--- src/rtl/core/bpdc_pkg.sv ---
// Shared types, constants and classification function for the button press classifier.
`default_nettype none

package bpdc_pkg;

   // Widths of the tick timestamp and of the settle counters
   localparam int TIME_WIDTH  = 32;
   localparam int COUNT_WIDTH = 16;
   localparam int TICK_WIDTH  = 16;
   localparam int CMP_WIDTH   = (COUNT_WIDTH > TICK_WIDTH) ? COUNT_WIDTH : TICK_WIDTH;
   localparam int CSR_IDX_WIDTH  = 3;
   localparam int CSR_DATA_WIDTH = 16;

   // Register indexes on the csr port
   localparam logic [CSR_IDX_WIDTH-1:0] CSR_MODE           = 3'd0;
   localparam logic [CSR_IDX_WIDTH-1:0] CSR_ACTIVE_LEVEL   = 3'd1;
   localparam logic [CSR_IDX_WIDTH-1:0] CSR_SHORT_TICKS    = 3'd2;
   localparam logic [CSR_IDX_WIDTH-1:0] CSR_MEDIUM_TICKS   = 3'd3;
   localparam logic [CSR_IDX_WIDTH-1:0] CSR_LONG_TICKS     = 3'd4;
   localparam logic [CSR_IDX_WIDTH-1:0] CSR_HANDLER_ENABLE = 3'd5;

   // Press classes
   localparam logic [1:0] CLASS_SHORT  = 2'd0;
   localparam logic [1:0] CLASS_MEDIUM = 2'd1;
   localparam logic [1:0] CLASS_LONG   = 2'd2;

   // Debouncer phase
   typedef enum logic [1:0] {
      PH_UP      = 2'd0,
      PH_FALLING = 2'd1,
      PH_DOWN    = 2'd2,
      PH_RISING  = 2'd3
   } phase_type;

   typedef struct packed {
      logic                  mode;
      logic                  active_level;
      logic [TICK_WIDTH-1:0] short_ticks;
      logic [TICK_WIDTH-1:0] medium_ticks;
      logic [TICK_WIDTH-1:0] long_ticks;
      logic [2:0]            handler_enable;
   } cfg_type;

   typedef struct packed {
      logic       hit;
      logic [1:0] press_class;
   } result_type;

   // Classes tried in order: short, medium, long
   function automatic result_type classify(input logic [TIME_WIDTH-1:0] d,
                                           input logic with_long,
                                           input cfg_type cfg);
      result_type             res;
      logic [TIME_WIDTH-1:0]  s_t;
      logic [TIME_WIDTH-1:0]  m_t;
      logic [TIME_WIDTH-1:0]  l_t;
      s_t = TIME_WIDTH'(cfg.short_ticks);
      m_t = TIME_WIDTH'(cfg.medium_ticks);
      l_t = TIME_WIDTH'(cfg.long_ticks);
      res.hit = 1'b0;
      res.press_class = CLASS_SHORT;
      priority if (d >= s_t && d <= m_t && cfg.handler_enable[0]) begin
         res.hit = 1'b1;
         res.press_class = CLASS_SHORT;
      end else if (d >= m_t && (!with_long || d <= l_t) && cfg.handler_enable[1]) begin
         res.hit = 1'b1;
         res.press_class = CLASS_MEDIUM;
      end else if (with_long && d >= l_t && cfg.handler_enable[2]) begin
         res.hit = 1'b1;
         res.press_class = CLASS_LONG;
      end else begin
         // no enabled class matches: no report
         res.hit = 1'b0;
      end
      return res;
   endfunction

endpackage

`default_nettype wire

--- src/rtl/core/button_press_duration_classifier.sv ---
// Top level of the button press duration classifier: channels, registers, pipeline.
//
// Usage:
//   req channel: one word per pin sample (polled mode) or pin edge event (edge
//   mode), carrying the pin level and the current tick time.
//   rsp channel: one word per classified press (0 short, 1 medium, 2 long),
//   sent only for classes enabled in handler_enable; most words give none.
//   csr channel: register writes by index (0 mode, 1 active_level,
//   2 short_ticks, 3 medium_ticks, 4 long_ticks, 5 handler_enable), always
//   ready; indexes beyond the list are ignored. Write only while idle.
// Result path: a req word waits in the input register, and its result is held
//   in the result register before it shows on rsp.
// Throughput: one req word per cycle while rsp is not held; the input register
//   and the result register form two stages.
// Reset: registers return to their defaults, the debouncer to released,
//   press time and settle counters to zero; no clearing pass is needed.
// Stall: while rsp is held, one more word can wait in the input register;
//   after that req_ready drops until the result is taken.
`default_nettype none

module button_press_duration_classifier
   import bpdc_pkg::*;
(
   input  wire logic                      clock,
   input  wire logic                      reset,
   // input words
   input  wire logic                      req_valid,
   output logic                           req_ready,
   input  wire logic                      req_pin_level,
   input  wire logic [TIME_WIDTH-1:0]     req_time_now,
   // result words
   output logic                           rsp_valid,
   input  wire logic                      rsp_ready,
   output logic [1:0]                     rsp_press_class,
   // register writes
   input  wire logic                      csr_valid,
   output logic                           csr_ready,
   input  wire logic [CSR_IDX_WIDTH-1:0]  csr_index,
   input  wire logic [CSR_DATA_WIDTH-1:0] csr_data
);

   cfg_type               cfg_ff;
   logic                  in_valid_ff;
   logic                  in_pin_ff;
   logic [TIME_WIDTH-1:0] in_time_ff;
   logic                  rsp_valid_ff, rsp_valid_in;
   logic [1:0]            rsp_class_ff;
   logic                  advance;
   result_type            result;

   // Configuration registers
   assign csr_ready = 1'b1;

   always_ff @(posedge clock) begin
      if (reset) begin
         cfg_ff.mode           <= 1'b0;
         cfg_ff.active_level   <= 1'b0;
         cfg_ff.short_ticks    <= TICK_WIDTH'(5);
         cfg_ff.medium_ticks   <= TICK_WIDTH'(50);
         cfg_ff.long_ticks     <= TICK_WIDTH'(300);
         cfg_ff.handler_enable <= 3'b111;
      end else if (csr_valid && csr_ready) begin
         unique case (csr_index)
            CSR_MODE:           cfg_ff.mode           <= csr_data[0];
            CSR_ACTIVE_LEVEL:   cfg_ff.active_level   <= csr_data[0];
            CSR_SHORT_TICKS:    cfg_ff.short_ticks    <= csr_data[TICK_WIDTH-1:0];
            CSR_MEDIUM_TICKS:   cfg_ff.medium_ticks   <= csr_data[TICK_WIDTH-1:0];
            CSR_LONG_TICKS:     cfg_ff.long_ticks     <= csr_data[TICK_WIDTH-1:0];
            CSR_HANDLER_ENABLE: cfg_ff.handler_enable <= csr_data[2:0];
            default: ;
         endcase
      end
   end

   // Stage handshake: input word moves on when the result register is free
   assign advance   = in_valid_ff && (!rsp_valid_ff || rsp_ready);
   assign req_ready = !in_valid_ff || advance;

   // Input register
   always_ff @(posedge clock) begin
      if (reset) begin
         in_valid_ff <= 1'b0;
      end else if (req_ready) begin
         in_valid_ff <= req_valid;
      end
   end

   always_ff @(posedge clock) begin
      if (req_valid && req_ready) begin
         in_pin_ff  <= req_pin_level;
         in_time_ff <= req_time_now;
      end
   end

   bpdc_fsm u_fsm (
      .clock     (clock),
      .reset     (reset),
      .step      (advance),
      .pin_level (in_pin_ff),
      .time_now  (in_time_ff),
      .cfg       (cfg_ff),
      .result    (result)
   );

   // Result register
   always_comb begin
      rsp_valid_in = rsp_valid_ff;
      if (advance) begin
         rsp_valid_in = result.hit;
      end else if (rsp_ready) begin
         rsp_valid_in = 1'b0;
      end
   end

   always_ff @(posedge clock) begin
      if (reset) begin
         rsp_valid_ff <= 1'b0;
      end else begin
         rsp_valid_ff <= rsp_valid_in;
      end
   end

   always_ff @(posedge clock) begin
      if (advance && result.hit) begin
         rsp_class_ff <= result.press_class;
      end
   end

   assign rsp_valid       = rsp_valid_ff;
   assign rsp_press_class = rsp_class_ff;

endmodule

`default_nettype wire

--- src/rtl/core/bpdc_fsm.sv ---
// Debounce / edge state machine with press timestamp and duration classification.
`default_nettype none

module bpdc_fsm
   import bpdc_pkg::*;
(
   input  wire logic                  clock,
   input  wire logic                  reset,
   input  wire logic                  step,
   input  wire logic                  pin_level,
   input  wire logic [TIME_WIDTH-1:0] time_now,
   input  wire cfg_type               cfg,
   output result_type                 result
);

   phase_type              phase_ff, phase_in;
   logic [TIME_WIDTH-1:0]  press_time_ff, press_time_in;
   logic [COUNT_WIDTH-1:0] fall_count_ff, fall_count_in;
   logic [COUNT_WIDTH-1:0] rise_count_ff, rise_count_in;

   logic                  pressed;
   logic [TIME_WIDTH-1:0] duration;
   logic                  fall_done;
   logic                  rise_done;
   logic [COUNT_WIDTH-1:0] fall_up;
   logic [COUNT_WIDTH-1:0] rise_up;

   assign pressed  = (pin_level == cfg.active_level);
   assign duration = time_now - press_time_ff;
   assign fall_done = CMP_WIDTH'(fall_count_ff) >= CMP_WIDTH'(cfg.short_ticks);
   assign rise_done = CMP_WIDTH'(rise_count_ff) >= CMP_WIDTH'(cfg.short_ticks);
   // saturating count up; after a decision the counter restarts at one
   assign fall_up = fall_done ? COUNT_WIDTH'(1) :
                    (&fall_count_ff) ? fall_count_ff : fall_count_ff + COUNT_WIDTH'(1);
   assign rise_up = rise_done ? COUNT_WIDTH'(1) :
                    (&rise_count_ff) ? rise_count_ff : rise_count_ff + COUNT_WIDTH'(1);

   // Next state
   always_comb begin
      phase_in      = phase_ff;
      press_time_in = press_time_ff;
      fall_count_in = fall_count_ff;
      rise_count_in = rise_count_ff;
      if (cfg.mode) begin
         // edge events: up/falling wait for press, down/rising wait for release
         if (phase_ff == PH_UP || phase_ff == PH_FALLING) begin
            if (pressed) begin
               press_time_in = time_now;
               phase_in      = PH_RISING;
            end
         end else begin
            phase_in = PH_FALLING;
         end
      end else begin
         unique case (phase_ff)
            PH_UP: begin
               if (pressed) phase_in = PH_FALLING;
            end
            PH_DOWN: begin
               if (!pressed) phase_in = PH_RISING;
            end
            PH_FALLING: begin
               if (fall_done) begin
                  if (pressed) begin
                     phase_in      = PH_DOWN;
                     press_time_in = time_now;
                  end else begin
                     phase_in = PH_UP;
                  end
               end
               fall_count_in = fall_up;
            end
            PH_RISING: begin
               if (rise_done) begin
                  phase_in = pressed ? PH_DOWN : PH_UP;
               end
               rise_count_in = rise_up;
            end
            default: begin
               phase_in = PH_UP;
            end
         endcase
      end
   end

   // Outputs: report on a confirmed release
   always_comb begin
      result = '0;
      if (cfg.mode) begin
         if ((phase_ff == PH_DOWN || phase_ff == PH_RISING) && !pressed) begin
            result = classify(duration, 1'b1, cfg);
         end
      end else if (phase_ff == PH_RISING && rise_done && !pressed) begin
         result = classify(duration, 1'b0, cfg);
      end
   end

   always_ff @(posedge clock) begin
      if (reset) begin
         phase_ff      <= PH_UP;
         press_time_ff <= '0;
         fall_count_ff <= '0;
         rise_count_ff <= '0;
      end else if (step) begin
         phase_ff      <= phase_in;
         press_time_ff <= press_time_in;
         fall_count_ff <= fall_count_in;
         rise_count_ff <= rise_count_in;
      end
   end

endmodule

`default_nettype wire

--- config.mk ---
export PLATFORM = sky130hd
export DESIGN_NAME = button_press_duration_classifier
export DESIGN_NICKNAME = d
export VERILOG_FILES = /design/src/rtl/core/bpdc_pkg.sv /design/src/rtl/core/button_press_duration_classifier.sv /design/src/rtl/core/bpdc_fsm.sv
export SDC_FILE = /design/constraint.sdc
export NUM_CORES = 1
export LEC_CHECK = 0
export ABC_AREA = 1
export BUFFER_PORTS_ARGS = -buffer_cell sky130_fd_sc_hd__buf_2
export CAP_MARGIN = 20
export CORE_ASPECT_RATIO = 0.9
export CORE_UTILIZATION = 61
export DETAILED_ROUTE_END_ITERATION = 12
export GPL_TIMING_DRIVEN = 0
export HOLD_SLACK_MARGIN = 0.02
export PLACE_DENSITY_LB_ADDON = 0.1
export SETUP_SLACK_MARGIN = 0.05
export SYNTH_ARGS = -nofsm -noshare
export SYNTH_HDL_FRONTEND = slang
export SYNTH_SLANG_ARGS = --single-unit
--- constraint.sdc ---
create_clock -name clock -period 3.6 [get_ports clock]
set_input_delay 0.54 -clock clock [delete_from_list [all_inputs] [get_ports clock]]
set_output_delay 0.54 -clock clock [all_outputs]
set_load 0.05 [all_outputs]
==> impl_metrics.toml <==
[clock_network]
cts_tree = "built"
ctsHtreeMaxLevel = 4
clk_pin_slew_ns = 0.07
cts.sinks = 156
cts_buffers = 17
clock_path_buffers = 2
holdBufCountCts = 0
cts_root_buffer = "clkbuf_16"
clk-insertion-delay-late_ns = 0.44

[grt]
antenna_found_initial = 0
grt_usage = 0.313
grt_pass1_wl_um = 42700
overflow = 0
grt_pass1_vias = 8595
grt_start_max_net_pins = 25

[timing]
slew_headroom = 0.418
setup_viol = 0
finalHoldViolations = 0
slew_violations = 0
rsz0062_at_grt = "true"
worst_slew_pin_slew_ns = 0.870
period_needed_ns = 3.53
finalCritPeriodShare = 0.979
fmax_ghz = 0.284
fin_skew_ns = 0.00985

[synth]
synth_seq_area_share = 0.337
synthDistinctLibCells = 49
synth_warnings = 0
netlist_area_um2 = 10300
synth_nets = 1634
ys_seq_elements = 156
synthFlopType = "dfxtp_1"
netlist.area_leader.share = 0.235
ys_async_sr_fraction = 0
synth_edf_count = 35
synth_common_cells = "nand2_1 (336), inv_1 (277), a21oi_1 (153), dfxtp_1 (121), ha_1 (113)"
yosysMostFrequentCell = "nand2_1"
syn_area_per_cell_um2 = 7.04
synth.largest_area_cell = "dfxtp_1"
synth_area_leaders = "dfxtp_1 (24%), ha_1 (14%), nand2_1 (12%), edfxtp_1 (10%), inv_1 (10%)"
syn_inst = 1463

[critical_path]
r2r_start = "in_time_ff[2]"
cp-start-kind = "flip-flop"
cp.required_ns = 3.81
path_buf_inv = 2
critPathTopFamily = "compound AO/OA/AOI/OAI gates"
reg2reg_depth = 18
slowest_delay_ns = 0.42
critPathKind = "flip-flop to flip-flop"
rr_endpoint = "rsp_press_class[0]"
path_cells = "ha_4, buf_6, a21oi_2, nand2_2, nand3_1, nand3b_1, xor2_2, ha_4, a21oi_1, o21ai_1, nand2_1, o211ai_1, a31oi_2, nand3_1, o211ai_1, nand3_2, nand2_2, inv_2"
crit_slowest_cell = "edfxtp_1"
cp.arrival_ns = 3.73
cp_max_fo = 7
r2r_slack_ns = 0.07
crit_path_end_kind = "flip-flop"

[power]
power_density_nw_per_um2 = 384
peakVddDrop_uv = 427
share_comb_of_total_power = 0.229
seqPwrFrac = 0.402
p_sw_mw = 1.47
pwr-share-clk = 0.369
leakage_nw = 5.52
switching_share = 0.314
total_power_mw = 4.67
p_int_mw = 3.21

[placed_design]
place_area_um2 = 10900
portBuffers = 60
hpwlAfterDp_um = 20300
gp_congestion = 0.942

[floorplan]
die_area_um2 = 17400
initial_core_util = 0.632
die_y_um = 125
row_count = 44
pin_count = 62
fp.coreArea_um2 = 16300
fp.dieW_um = 139

[worst_hold_path]
holdPathStages = 1
hp-class = "input port to flip-flop"
min_to = "in_time_ff[5]"
worstHoldStart = "req_time_now[5]"

[status]
status = "finished, violations left"
failed_checks = "DRC"

[finish]
seq_area_um2 = 3470
final_area_um2 = 12200
syn_to_final_growth_pct = 18.0
layout-drive-gt1-share = 0.148
num-nets-final = 1730
multiInputGateArea_um2 = 6250
diodes = 0
fillerInstances = 1285

[route]
drt-vias-per-instance = 5.50
wl_um = 27100
first_iter_violations = 845
vias = 9781
drc = 2
wl_per_cell_um = 15.2
firstDrtPassIters = 12
ant_nets = 0

[job]
maxCapViolations = 0
## worst reg2reg max path, delay by kind of cell, from the launching register on
family                     cells  cell delay (ns)
AOI/OAI and AO/OA              6             1.06
adders and majority gates      2             0.50
and+or+nand+nor                7             0.80
xor gates and xnor gates       1             0.34
buffers and inverters          2             0.17
DFF                            1             0.42
## power by group through the flow
stage	clock network (mW)	logic, mW	registers (mW)
6_report	1.73	1.07	1.88
5_1_grt	1.82	1.20	1.88
4_1_cts	1.73	0.939	1.87
3_5_place_dp	0	0.875	1.91
3_3_place_gp	0	0.852	1.91
2_1_floorplan	0	0.643	1.90
## how the worst max path moves through the flow
stage	startpoint	to	slack [ns]	cells past startpoint
CTS	in_time_ff[2]	rsp_press_class[0]	0.05	23
global route	in_time_ff[10]	rsp_press_class[0]	-0.09	21
global placement	in_time_ff[0]	rsp_press_class[0]	-0.13	24
finish	in_time_ff[2]	rsp_press_class[0]	0.07	18
floorplan	in_time_ff[0]	rsp_press_class[0]	0.43	21
detailed placement	in_time_ff[0]	rsp_press_class[0]	-0.21	24
## per-stage QoR
stage               setup TNS, ns   util  worst slack, ns  hold slack, ns  std cells
CTS                             0  0.717           0.0506           0.268       1767
detailed placement         -0.475  0.668           -0.209           0.443       1731
floorplan                       0      -            0.434           0.429       1463
global route               -0.181  0.746          -0.0880           0.263       1779
global placement           -0.256  0.666           -0.128           0.444       1730
finish                          0  0.746           0.0739           0.269       1779
## flip-flops by register name, indices dropped and copies added (netlist names), named ones only
signal and flops:
cfg_ff 53, in_time_ff 32, u_fsm.press_time_ff 32, u_fsm.fall_count_ff 16, u_fsm.rise_count_ff 16, rsp_press_class 2
in_pin_ff 1, in_valid_ff 1, rsp_valid 1, u_fsm.phase_ff 1
## final cells by class
class / count / share of cell area
buffer: 26 / 0.00906
clock buffer: 21 / 0.0388
clock inverter: 11 / 0.00690
inverter: 284 / 0.0877
multi-input combinational: 997 / 0.514
sequential: 156 / 0.286
tap: 207 / 0.0213
timing repair buffer: 77 / 0.0368
## kinds of logic (layout without fill, tap and decap cells)
logic type      after synthesis  after routing  share of synthesized area
compound gates              304            304                      0.160
xor+xnor                     19             19                     0.0162
fa+ha+maj                   114            114                      0.139
buf+inv                     310            419                      0.114
flops                       156            156                      0.337
other cells                   1              1                   0.000364
simple gates                559            559                      0.233
## routing by layer
metal / share of wire / GRT usage / vias to the layer above
li1: - / - / 4932
met1: 0.48 / 0.459 / 4474
met2: 0.43 / 0.470 / 339
met3: 0.072 / 0.0578 / 36
met4: 0.016 / 0.0837 / 0
met5: 0 / 0 / -
## cells in the final DEF (no fill, tap or decap), types with 25 or more instances in the layout
master | netlist | routed
o21ai_0 | 108 | 105
ha_1 | 113 | 90
a21oi_1 | 153 | 149
clkbuf_1 | 23 | 25
edfxtp_1 | 35 | 35
inv_1 | 277 | 272
dfxtp_1 | 121 | 121
nand2_1 | 336 | 321
buf_2 | 1 | 61
nand3_1 | 55 | 53
nor2_1 | 85 | 84
## what timing repair did
action                                  in CTS  in global routing
setup buffers                                4                 12
endpoints found under the setup margin       5                  5
resized for setup                           39                 61
pin swaps                                    6                 28
Power figures use the tool's default switching activity.
